<file path="config.mk">
export PLATFORM = sky130hd
export DESIGN_NAME = visual_target_tracking_velocity
export DESIGN_NICKNAME = d
export VERILOG_FILES = /design/src/rtl/vtt_pkg.sv /design/src/rtl/vtt_cfg.sv /design/src/rtl/vtt_track.sv /design/src/rtl/vtt_law.sv /design/src/rtl/visual_target_tracking_velocity.sv
export SDC_FILE = /design/constraint.sdc
export NUM_CORES = 2
export LEC_CHECK = 0
export ABC_AREA = 1
export ABC_CLOCK_PERIOD_IN_PS = 11400
export BUFFER_PORTS_ARGS = -buffer_cell sky130_fd_sc_hd__buf_2
export CORE_MARGIN = 3
export CORE_UTILIZATION = 55
export CTS_CLUSTER_SIZE = 30
export DETAILED_ROUTE_END_ITERATION = 8
export HOLD_SLACK_MARGIN = 0.12
export PLACE_DENSITY = 0.75
export SLEW_MARGIN = 15
export SYNTH_ARGS = -nofsm -noshare
export SYNTH_HDL_FRONTEND = slang
export SYNTH_SLANG_ARGS = --single-unit
</file>
<file path="constraint.sdc">
create_clock -name clk -period 11.4 [get_ports clk]
set_input_delay 2.28 -clock clk [delete_from_list [all_inputs] [get_ports clk]]
set_output_delay 2.28 -clock clk [all_outputs]
set_load 0.005 [all_outputs]
</file>
<file path="src/rtl/vtt_pkg.sv">
package vtt_pkg;

    localparam int LOST_LIMIT = 20;
    localparam int MISS_W = $clog2(LOST_LIMIT + 2);
    localparam logic [MISS_W-1:0] MISS_MAX = MISS_W'(LOST_LIMIT + 1);
    localparam logic [MISS_W-1:0] MISS_LIMIT = MISS_W'(LOST_LIMIT);

    localparam int CFG_W = 16;

    typedef enum logic [2:0] {
        REG_GAIN_X,
        REG_GAIN_Y,
        REG_MAX_VEL_X,
        REG_MAX_VEL_Y,
        REG_DEADBAND,
        REG_FWD_OFFSET,
        REG_DIST_THR,
        REG_TRACK_FWD
    } cfg_idx_t;

    localparam logic       CMD_VISION = 1'b0;
    localparam logic       CMD_TICK   = 1'b1;
    localparam logic [1:0] DET_LOST   = 2'd0;
    localparam logic [1:0] DET_SEEN   = 2'd1;
    localparam logic       ACT_HOLD   = 1'b0;
    localparam logic       ACT_MOVE   = 1'b1;

    typedef struct packed {
        logic               command;
        logic signed [15:0] target_x;
        logic signed [15:0] target_y;
        logic [1:0]         detect_code;
    } in_t;

    typedef struct packed {
        logic               action;
        logic signed [15:0] vel_x;
        logic signed [15:0] vel_y;
        logic [15:0]        sequence_res;
    } out_t;

    typedef struct packed {
        logic [15:0]        gain_x;
        logic [15:0]        gain_y;
        logic [14:0]        max_vel_x;
        logic [14:0]        max_vel_y;
        logic [14:0]        deadband;
        logic signed [15:0] forward_offset;
        logic [14:0]        distance_threshold;
        logic               track_forward;
    } cfg_t;

    typedef struct packed {
        logic               detected;
        logic signed [16:0] ex;
        logic signed [15:0] ey;
    } tick_t;

endpackage

</file>
<file path="src/rtl/vtt_cfg.sv">
module vtt_cfg (
    input  logic                        clk,
    input  logic                        rst_n,
    input  logic                        cfg_wr_en,
    input  vtt_pkg::cfg_idx_t           cfg_index,
    input  logic [vtt_pkg::CFG_W-1:0]   cfg_data,
    output vtt_pkg::cfg_t               cfg
);

    vtt_pkg::cfg_t cfg_reg;

    always_ff @(posedge clk or negedge rst_n)
    begin
        if (!rst_n)
        begin
            cfg_reg.gain_x             <= 16'd256;
            cfg_reg.gain_y             <= 16'd256;
            cfg_reg.max_vel_x          <= 15'd128;
            cfg_reg.max_vel_y          <= 15'd128;
            cfg_reg.deadband           <= 15'd5;
            cfg_reg.forward_offset     <= 16'sd384;
            cfg_reg.distance_threshold <= 15'd51;
            cfg_reg.track_forward      <= 1'b0;
        end
        else if (cfg_wr_en)
        begin
            case (cfg_index)
                vtt_pkg::REG_GAIN_X:     cfg_reg.gain_x             <= cfg_data;
                vtt_pkg::REG_GAIN_Y:     cfg_reg.gain_y             <= cfg_data;
                vtt_pkg::REG_MAX_VEL_X:  cfg_reg.max_vel_x          <= cfg_data[14:0];
                vtt_pkg::REG_MAX_VEL_Y:  cfg_reg.max_vel_y          <= cfg_data[14:0];
                vtt_pkg::REG_DEADBAND:   cfg_reg.deadband           <= cfg_data[14:0];
                vtt_pkg::REG_FWD_OFFSET: cfg_reg.forward_offset     <= $signed(cfg_data);
                vtt_pkg::REG_DIST_THR:   cfg_reg.distance_threshold <= cfg_data[14:0];
                vtt_pkg::REG_TRACK_FWD:  cfg_reg.track_forward      <= cfg_data[0];
                default:                 cfg_reg                    <= cfg_reg;
            endcase
        end
    end

    assign cfg = cfg_reg;

endmodule

</file>
<file path="src/rtl/vtt_track.sv">
module vtt_track (
    input  logic            clk,
    input  logic            rst_n,
    input  logic            req_valid,
    output logic            req_stall,
    input  vtt_pkg::in_t    req_item,
    input  vtt_pkg::cfg_t   cfg,
    input  logic            law_ready,
    output logic            tick_valid,
    output vtt_pkg::tick_t  tick
);

    logic signed [15:0]          last_x_reg, last_x_next;
    logic signed [15:0]          last_y_reg, last_y_next;
    logic                        detected_reg, detected_next;
    logic [vtt_pkg::MISS_W-1:0]  miss_reg, miss_next;
    logic                        s1_vld_reg, s1_vld_next;
    vtt_pkg::tick_t              tick_reg, tick_next;
    logic                        accept;
    logic                        is_tick;

    assign req_stall = s1_vld_reg && !law_ready;
    assign accept    = req_valid && !req_stall;
    assign is_tick   = (req_item.command == vtt_pkg::CMD_TICK);

    // vision updates land in state at once, ticks take a snapshot of it
    always_comb
    begin
        last_x_next   = last_x_reg;
        last_y_next   = last_y_reg;
        detected_next = detected_reg;
        miss_next     = miss_reg;
        if (accept && !is_tick)
        begin
            last_x_next = req_item.target_x;
            last_y_next = req_item.target_y;
            case (req_item.detect_code)
                vtt_pkg::DET_LOST:
                begin
                    if (miss_reg < vtt_pkg::MISS_MAX)
                    begin
                        miss_next = miss_reg + 1'b1;
                    end
                end
                vtt_pkg::DET_SEEN:
                begin
                    detected_next = 1'b1;
                    miss_next     = '0;
                end
                default:
                begin
                    miss_next = miss_reg;
                end
            endcase
            if (miss_next > vtt_pkg::MISS_LIMIT)
            begin
                detected_next = 1'b0;
            end
        end
    end

    always_comb
    begin
        tick_next.detected = detected_reg;
        tick_next.ex = cfg.track_forward
            ? 17'({last_x_reg[15], last_x_reg} - {cfg.forward_offset[15], cfg.forward_offset})
            : 17'sd0;
        tick_next.ey = last_y_reg;

        if (accept && is_tick)
        begin
            s1_vld_next = 1'b1;
        end
        else if (law_ready)
        begin
            s1_vld_next = 1'b0;
        end
        else
        begin
            s1_vld_next = s1_vld_reg;
        end
    end

    always_ff @(posedge clk or negedge rst_n)
    begin
        if (!rst_n)
        begin
            last_x_reg   <= '0;
            last_y_reg   <= '0;
            detected_reg <= 1'b0;
            miss_reg     <= '0;
            s1_vld_reg   <= 1'b0;
        end
        else
        begin
            last_x_reg   <= last_x_next;
            last_y_reg   <= last_y_next;
            detected_reg <= detected_next;
            miss_reg     <= miss_next;
            s1_vld_reg   <= s1_vld_next;
        end
    end

    always_ff @(posedge clk)
    begin
        if (accept && is_tick)
        begin
            tick_reg <= tick_next;
        end
    end

    assign tick_valid = s1_vld_reg;
    assign tick       = tick_reg;

endmodule

</file>
<file path="src/rtl/vtt_law.sv">
module vtt_law (
    input  logic            clk,
    input  logic            rst_n,
    input  vtt_pkg::cfg_t   cfg,
    input  logic            tick_valid,
    input  vtt_pkg::tick_t  tick,
    output logic            law_ready,
    output logic            rsp_valid,
    input  logic            rsp_stall,
    output vtt_pkg::out_t   rsp_item
);

    logic [16:0]        mag_x, mag_y;
    logic               neg_x, neg_y;
    logic [33:0]        sq_x, sq_y;
    logic [34:0]        d2;
    logic [29:0]        t2;
    logic [32:0]        prod_x, prod_y;
    logic [33:0]        rnd_x, rnd_y;
    logic [25:0]        raw_x, raw_y;
    logic [14:0]        vm_x, vm_y;
    logic signed [15:0] vx, vy;
    logic               move;
    logic               load;
    logic               out_vld_reg;
    logic [15:0]        seq_reg, seq_next;
    vtt_pkg::out_t      out_reg, out_next;

    assign neg_x = tick.ex[16];
    assign neg_y = tick.ey[15];
    assign mag_x = neg_x ? 17'(-tick.ex) : 17'(tick.ex);
    assign mag_y = neg_y ? 17'(17'sd0 - {tick.ey[15], tick.ey}) : {1'b0, tick.ey};

    // distance test on squares
    assign sq_x = mag_x * mag_x;
    assign sq_y = mag_y * mag_y;
    assign d2   = {1'b0, sq_x} + {1'b0, sq_y};
    assign t2   = cfg.distance_threshold * cfg.distance_threshold;
    assign move = tick.detected && (d2 >= {5'd0, t2});

    // gain, round half away from zero on the magnitude
    assign prod_x = cfg.gain_x * mag_x;
    assign prod_y = cfg.gain_y * mag_y;
    assign rnd_x  = {1'b0, prod_x} + 34'd128;
    assign rnd_y  = {1'b0, prod_y} + 34'd128;
    assign raw_x  = rnd_x[33:8];
    assign raw_y  = rnd_y[33:8];

    // deadband before clamp
    always_comb
    begin
        if (raw_x < {11'd0, cfg.deadband})
        begin
            vm_x = '0;
        end
        else if (raw_x > {11'd0, cfg.max_vel_x})
        begin
            vm_x = cfg.max_vel_x;
        end
        else
        begin
            vm_x = raw_x[14:0];
        end

        if (raw_y < {11'd0, cfg.deadband})
        begin
            vm_y = '0;
        end
        else if (raw_y > {11'd0, cfg.max_vel_y})
        begin
            vm_y = cfg.max_vel_y;
        end
        else
        begin
            vm_y = raw_y[14:0];
        end
    end

    assign vx = neg_x ? $signed(16'd0 - {1'b0, vm_x}) : $signed({1'b0, vm_x});
    assign vy = neg_y ? $signed(16'd0 - {1'b0, vm_y}) : $signed({1'b0, vm_y});

    assign law_ready = !out_vld_reg || !rsp_stall;
    assign load      = tick_valid && law_ready;

    always_comb
    begin
        out_next.sequence_res = seq_reg;
        seq_next              = seq_reg;
        if (move)
        begin
            seq_next = seq_reg + 16'd1;
        end
        if (move && (vx != 16'sd0 || vy != 16'sd0))
        begin
            out_next.action = vtt_pkg::ACT_MOVE;
            out_next.vel_x  = vx;
            out_next.vel_y  = vy;
        end
        else
        begin
            out_next.action = vtt_pkg::ACT_HOLD;
            out_next.vel_x  = 16'sd0;
            out_next.vel_y  = 16'sd0;
        end
    end

    always_ff @(posedge clk or negedge rst_n)
    begin
        if (!rst_n)
        begin
            out_vld_reg <= 1'b0;
            seq_reg     <= '0;
        end
        else
        begin
            if (load)
            begin
                out_vld_reg <= 1'b1;
                seq_reg     <= seq_next;
            end
            else if (!rsp_stall)
            begin
                out_vld_reg <= 1'b0;
            end
        end
    end

    always_ff @(posedge clk)
    begin
        if (load)
        begin
            out_reg <= out_next;
        end
    end

    assign rsp_valid = out_vld_reg;
    assign rsp_item  = out_reg;

endmodule

</file>
<file path="src/rtl/visual_target_tracking_velocity.sv">
// a control tick's result passes through the track stage register, then the output register
// throughput: one item per cycle while the input is not stalled, vision updates and ticks alike
// vision updates give no result and update the target state in the accept cycle
// the input stalls only while a tick waits behind a result item not yet taken
// reset restores register defaults and clears target state and sequence number
module visual_target_tracking_velocity (
    input  logic                        clk,
    input  logic                        rst_n,
    input  logic                        req_valid,
    output logic                        req_stall,
    input  vtt_pkg::in_t                req_item,
    output logic                        rsp_valid,
    input  logic                        rsp_stall,
    output vtt_pkg::out_t               rsp_item,
    input  logic                        cfg_wr_en,
    input  vtt_pkg::cfg_idx_t           cfg_index,
    input  logic [vtt_pkg::CFG_W-1:0]   cfg_data
);

    vtt_pkg::cfg_t  cfg;
    vtt_pkg::tick_t tick;
    logic           tick_valid;
    logic           law_ready;

    vtt_cfg u_cfg (
        .clk       (clk),
        .rst_n     (rst_n),
        .cfg_wr_en (cfg_wr_en),
        .cfg_index (cfg_index),
        .cfg_data  (cfg_data),
        .cfg       (cfg)
    );

    vtt_track u_track (
        .clk        (clk),
        .rst_n      (rst_n),
        .req_valid  (req_valid),
        .req_stall  (req_stall),
        .req_item   (req_item),
        .cfg        (cfg),
        .law_ready  (law_ready),
        .tick_valid (tick_valid),
        .tick       (tick)
    );

    vtt_law u_law (
        .clk        (clk),
        .rst_n      (rst_n),
        .cfg        (cfg),
        .tick_valid (tick_valid),
        .tick       (tick),
        .law_ready  (law_ready),
        .rsp_valid  (rsp_valid),
        .rsp_stall  (rsp_stall),
        .rsp_item   (rsp_item)
    );

endmodule

</file>
==> run summary <==
110 I/O pins were placed. The max-capacitance violation count came out at 0. The first-pass GRT wire length is 248000 um. The congestion estimate from routability-driven global placement came to 0.997. The final-report setup violation count came out at 0. The net count reported at finish came out at 8666. The largest net degree at the start of global routing is 66.

The number of hold-repair buffers added at the cts stage is 0. The H-tree depth reported by CTS is 1. Counting flops with an async set or reset pin after synthesis yields a share of 66.5%. In the final layout, the multi-input gates occupy 41800 um^2. The worst path needs 10.90 ns of the cycle, external delays included. Broken down by cell family, the worst path's largest delay share belongs to adder cells. The maximum fanout along the worst path is 31. CTS saw 248 sinks.

The master cell of the clock root buffer is sky130_fd_sc_hd__clkbuf_16. The area added between synthesis and finish is 6.87%. The cell type contributing the most total cell area after synthesis is sky130_fd_sc_hd__fa_1. The critical path is of the reg2reg type.

The critical path arrival came out at 11.25 ns. The total overflow left after global routing is 0. The flow ran to the end, and the final reports show no timing, DRC or antenna violations. The flip-flop and latch count after synthesis came out at 248. The post-synthesis sequential area ratio came out at 12.0%.

The average wire per standard cell is 18.6 um. The slowest stage of the critical path belongs to the cell sky130_fd_sc_hd__fa_1. Counting every instance in the synthesized netlist gives 6852.

Clock-pin slew was measured on the worst setup and hold paths at 0.07 ns. The flip-flop count of the largest register after layout is 109. The number of pins with negative max-slew slack in the final report came out at 0.

After synthesis, the netlist uses 58 different library cells. The number of rows in the core area is 115. TritonCTS built the clock tree. In the synthesized netlist the dominant register cell turns out to be sky130_fd_sc_hd__dfrtp_1.

At the later pin of the worst-skew pair, clock insertion delay measures 0.60 ns. The beginning of the critical path is u_track.tick[0]$_DFFE_PP_. The count of final hold-check violations is 0.

The top cell types in the final layout, fill and taps aside, are sky130_fd_sc_hd__inv_1, sky130_fd_sc_hd__nand2_1, sky130_fd_sc_hd__fa_1. Headroom to the max-slew limit came out at 18.7%. The post-route clock period utilization came out at 95.6%. The half-perimeter wire length of the detailed placement result came out at 130000 um. The library cell used most frequently in the layout, excluding fill and tap cells, is sky130_fd_sc_hd__inv_1. The cell area after synthesis is 55500 um^2.

Registers take 6640 um^2. The number of buffer and inverter stages on the critical path is 12. The first TritonRoute pass finished after 6 iterations. The per-cell via count in the routed design is 5.37. The fraction of final layout cells with drive strength greater than 1 is 6.21%.

The die covers 105000 um^2. By area the synthesized netlist is led by sky130_fd_sc_hd__fa_1, sky130_fd_sc_hd__ha_1, sky130_fd_sc_hd__inv_1, sky130_fd_sc_hd__nand2_1, sky130_fd_sc_hd__dfrtp_1. After detailed routing, the number of remaining DRC violations is 0. The initial detailed-routing violation count came out at 3297. For the pin with the worst max-slew slack, the measured transition is 1.22 ns. The core area is 99300 um^2. STA classifies the critical path startpoint as a flip-flop. The highest achievable clock rate is 91.7 MHz. The total routed wirelength is 154000 um. In this run the critical register-to-register path is launched from u_track.tick[0]$_DFFE_PP_. The top cell type by area accounts for 36.2% of the synthesized area. The worst setup path is captured at a flip-flop. The count of synthesis-stage warnings from yosys came out at 0.

The initial core utilization is 55.9%. The tightest min-delay check is of the reg2reg type. Across all hold checks on the routed design, the worst slack comes to 0.453 ns. The chip height came out at 324 um. The layout has 8908 filler cells. The number of antenna violations at the first check in global routing came out at 2. The vias after detailed routing came out at 44486. The maximum clock path buffer count is 3. The number of synthesized flops with an enable pin is 83.

The peak per-stage delay on the critical path came out at 0.55 ns. The count of buffers from port buffering came out at 109. Each instance of the synthesized netlist takes up on average 8.10 um^2. The cell seen most often among critical-path stages is sky130_fd_sc_hd__inv_1.

The antenna violation net count after detailed routing came out at 0. Global routing consumed, over all layers together, 30.5% of the routing resources. The number of clock buffers inserted by TritonCTS is 27. The worst path required time came out at 11.75 ns.

The via count of the first global-routing pass is 46570. In this run the most critical hold path is launched from u_track.last_y_reg[4]$_DFFE_PN0P_. The die span in x is 324 um. In this run the register-to-register setup slack is 0.50 ns. The worst clock skew on the final layout came out at 0.0183 ns.
## worst register-to-register path: cells and delay by family (launching register included)
kind | cells | cell delay [ns]
compound gates | 6 | 1.40
xor+xnor | 1 | 0.29
fa+ha+maj | 10 | 3.95
buf+inv | 12 | 1.52
flops | 1 | 0.43
simple gates | 25 | 3.07
## worst paths after layout
kind,to,cells past startpoint
min in group asynchronous,u_law.rsp_valid$_DFFE_PN0P_,1
setup / recovery,u_law.rsp_item[40]$_SDFFCE_PN0P_,54
max in group asynchronous,u_track.last_y_reg[4]$_DFFE_PN0P_,3
hold reg to reg,u_track.tick[4]$_DFFE_PP_,0
hold / removal,u_track.tick[4]$_DFFE_PP_,0
setup reg to reg,u_law.rsp_item[40]$_SDFFCE_PN0P_,54
## per-layer routing
metal	GRT usage [%]	part of all wire (%)	vias up	routed length, um
met5	0	0	-	0
met4	15.8	6.4	0	9930
met3	4.17	8.2	410	12600
met2	49.9	47	1774	71900
met1	39.8	39	21813	60000
li1	-	-	20489	-
## cell usage after synthesis (10+ instances only)
cell	number
sky130_fd_sc_hd__inv_1	1790
sky130_fd_sc_hd__fa_1	1004
sky130_fd_sc_hd__nand4_1	60
sky130_fd_sc_hd__nand3_1	145
sky130_fd_sc_hd__xnor2_1	47
sky130_fd_sc_hd__o21ai_0	211
sky130_fd_sc_hd__a21oi_1	181
sky130_fd_sc_hd__a31oi_1	10
sky130_fd_sc_hd__edfxtp_1	83
sky130_fd_sc_hd__nand2_2	14
sky130_fd_sc_hd__clkbuf_1	162
sky130_fd_sc_hd__nor2_1	643
sky130_fd_sc_hd__or2_2	14
sky130_fd_sc_hd__dfrtp_1	153
sky130_fd_sc_hd__buf_1	20
sky130_fd_sc_hd__nand2_1	1368
sky130_fd_sc_hd__nor3_1	39
sky130_fd_sc_hd__xor2_1	80
sky130_fd_sc_hd__o21a_1	12
sky130_fd_sc_hd__nor4_1	11
sky130_fd_sc_hd__ha_1	622
sky130_fd_sc_hd__o21bai_1	18
sky130_fd_sc_hd__clkinv_1	19
sky130_fd_sc_hd__nand3b_1	17
sky130_fd_sc_hd__dfstp_2	12
sky130_fd_sc_hd__nand3_2	14
## stage by stage
step           util (%)  setup TNS [ns]  setup slack (ns)  instance area, um^2  std cells
3_5_place_dp       58.4           -2.99            -0.354                58000       8226
4_1_cts            59.3               0            0.0847                58900       8276
2_1_floorplan         -               0             0.838                55800       6918
6_report           59.8               0             0.501                59300       8290
3_3_place_gp       58.4               0            0.0234                58000       8226
5_1_grt            59.8         -0.0179           -0.0132                59300       8290
## what timing repair did
item | in CTS | in global routing
pin swaps | 0 | 5
gates resized for setup | 2 | 82
setup buffers | 0 | 13
endpoints found under the setup margin | 16 | 49
## area by class of cell
| cell class | count | share of cell area [%] |
|---|---|---|
| multi-input cells | 4656 | 70.5 |
| inverters | 1816 | 11.5 |
| flip-flops and latches | 248 | 11.2 |
| well taps | 1287 | 2.71 |
| repair buffers | 232 | 2.55 |
| clock buffers | 27 | 1.14 |
| clock inverters | 23 | 0.432 |
| diodes | 1 | 0.00422 |
## cells by family after synthesis
group | count (synthesis) | synth area share, %
AOI/OAI and AO/OA | 487 | 4.86
DFF | 248 | 12.0
other | 2 | 0.0135
buffers and inverters | 2014 | 13.8
and+or+nand+nor | 2347 | 17.2
adders and majority gates | 1626 | 50.2
xor gates and xnor gates | 127 | 2.00
muxes | 1 | 0.0203
Power is left out: the tool's default activity adds up to more than one toggle a clock period on the data nets, which glitch-free logic cannot reach.
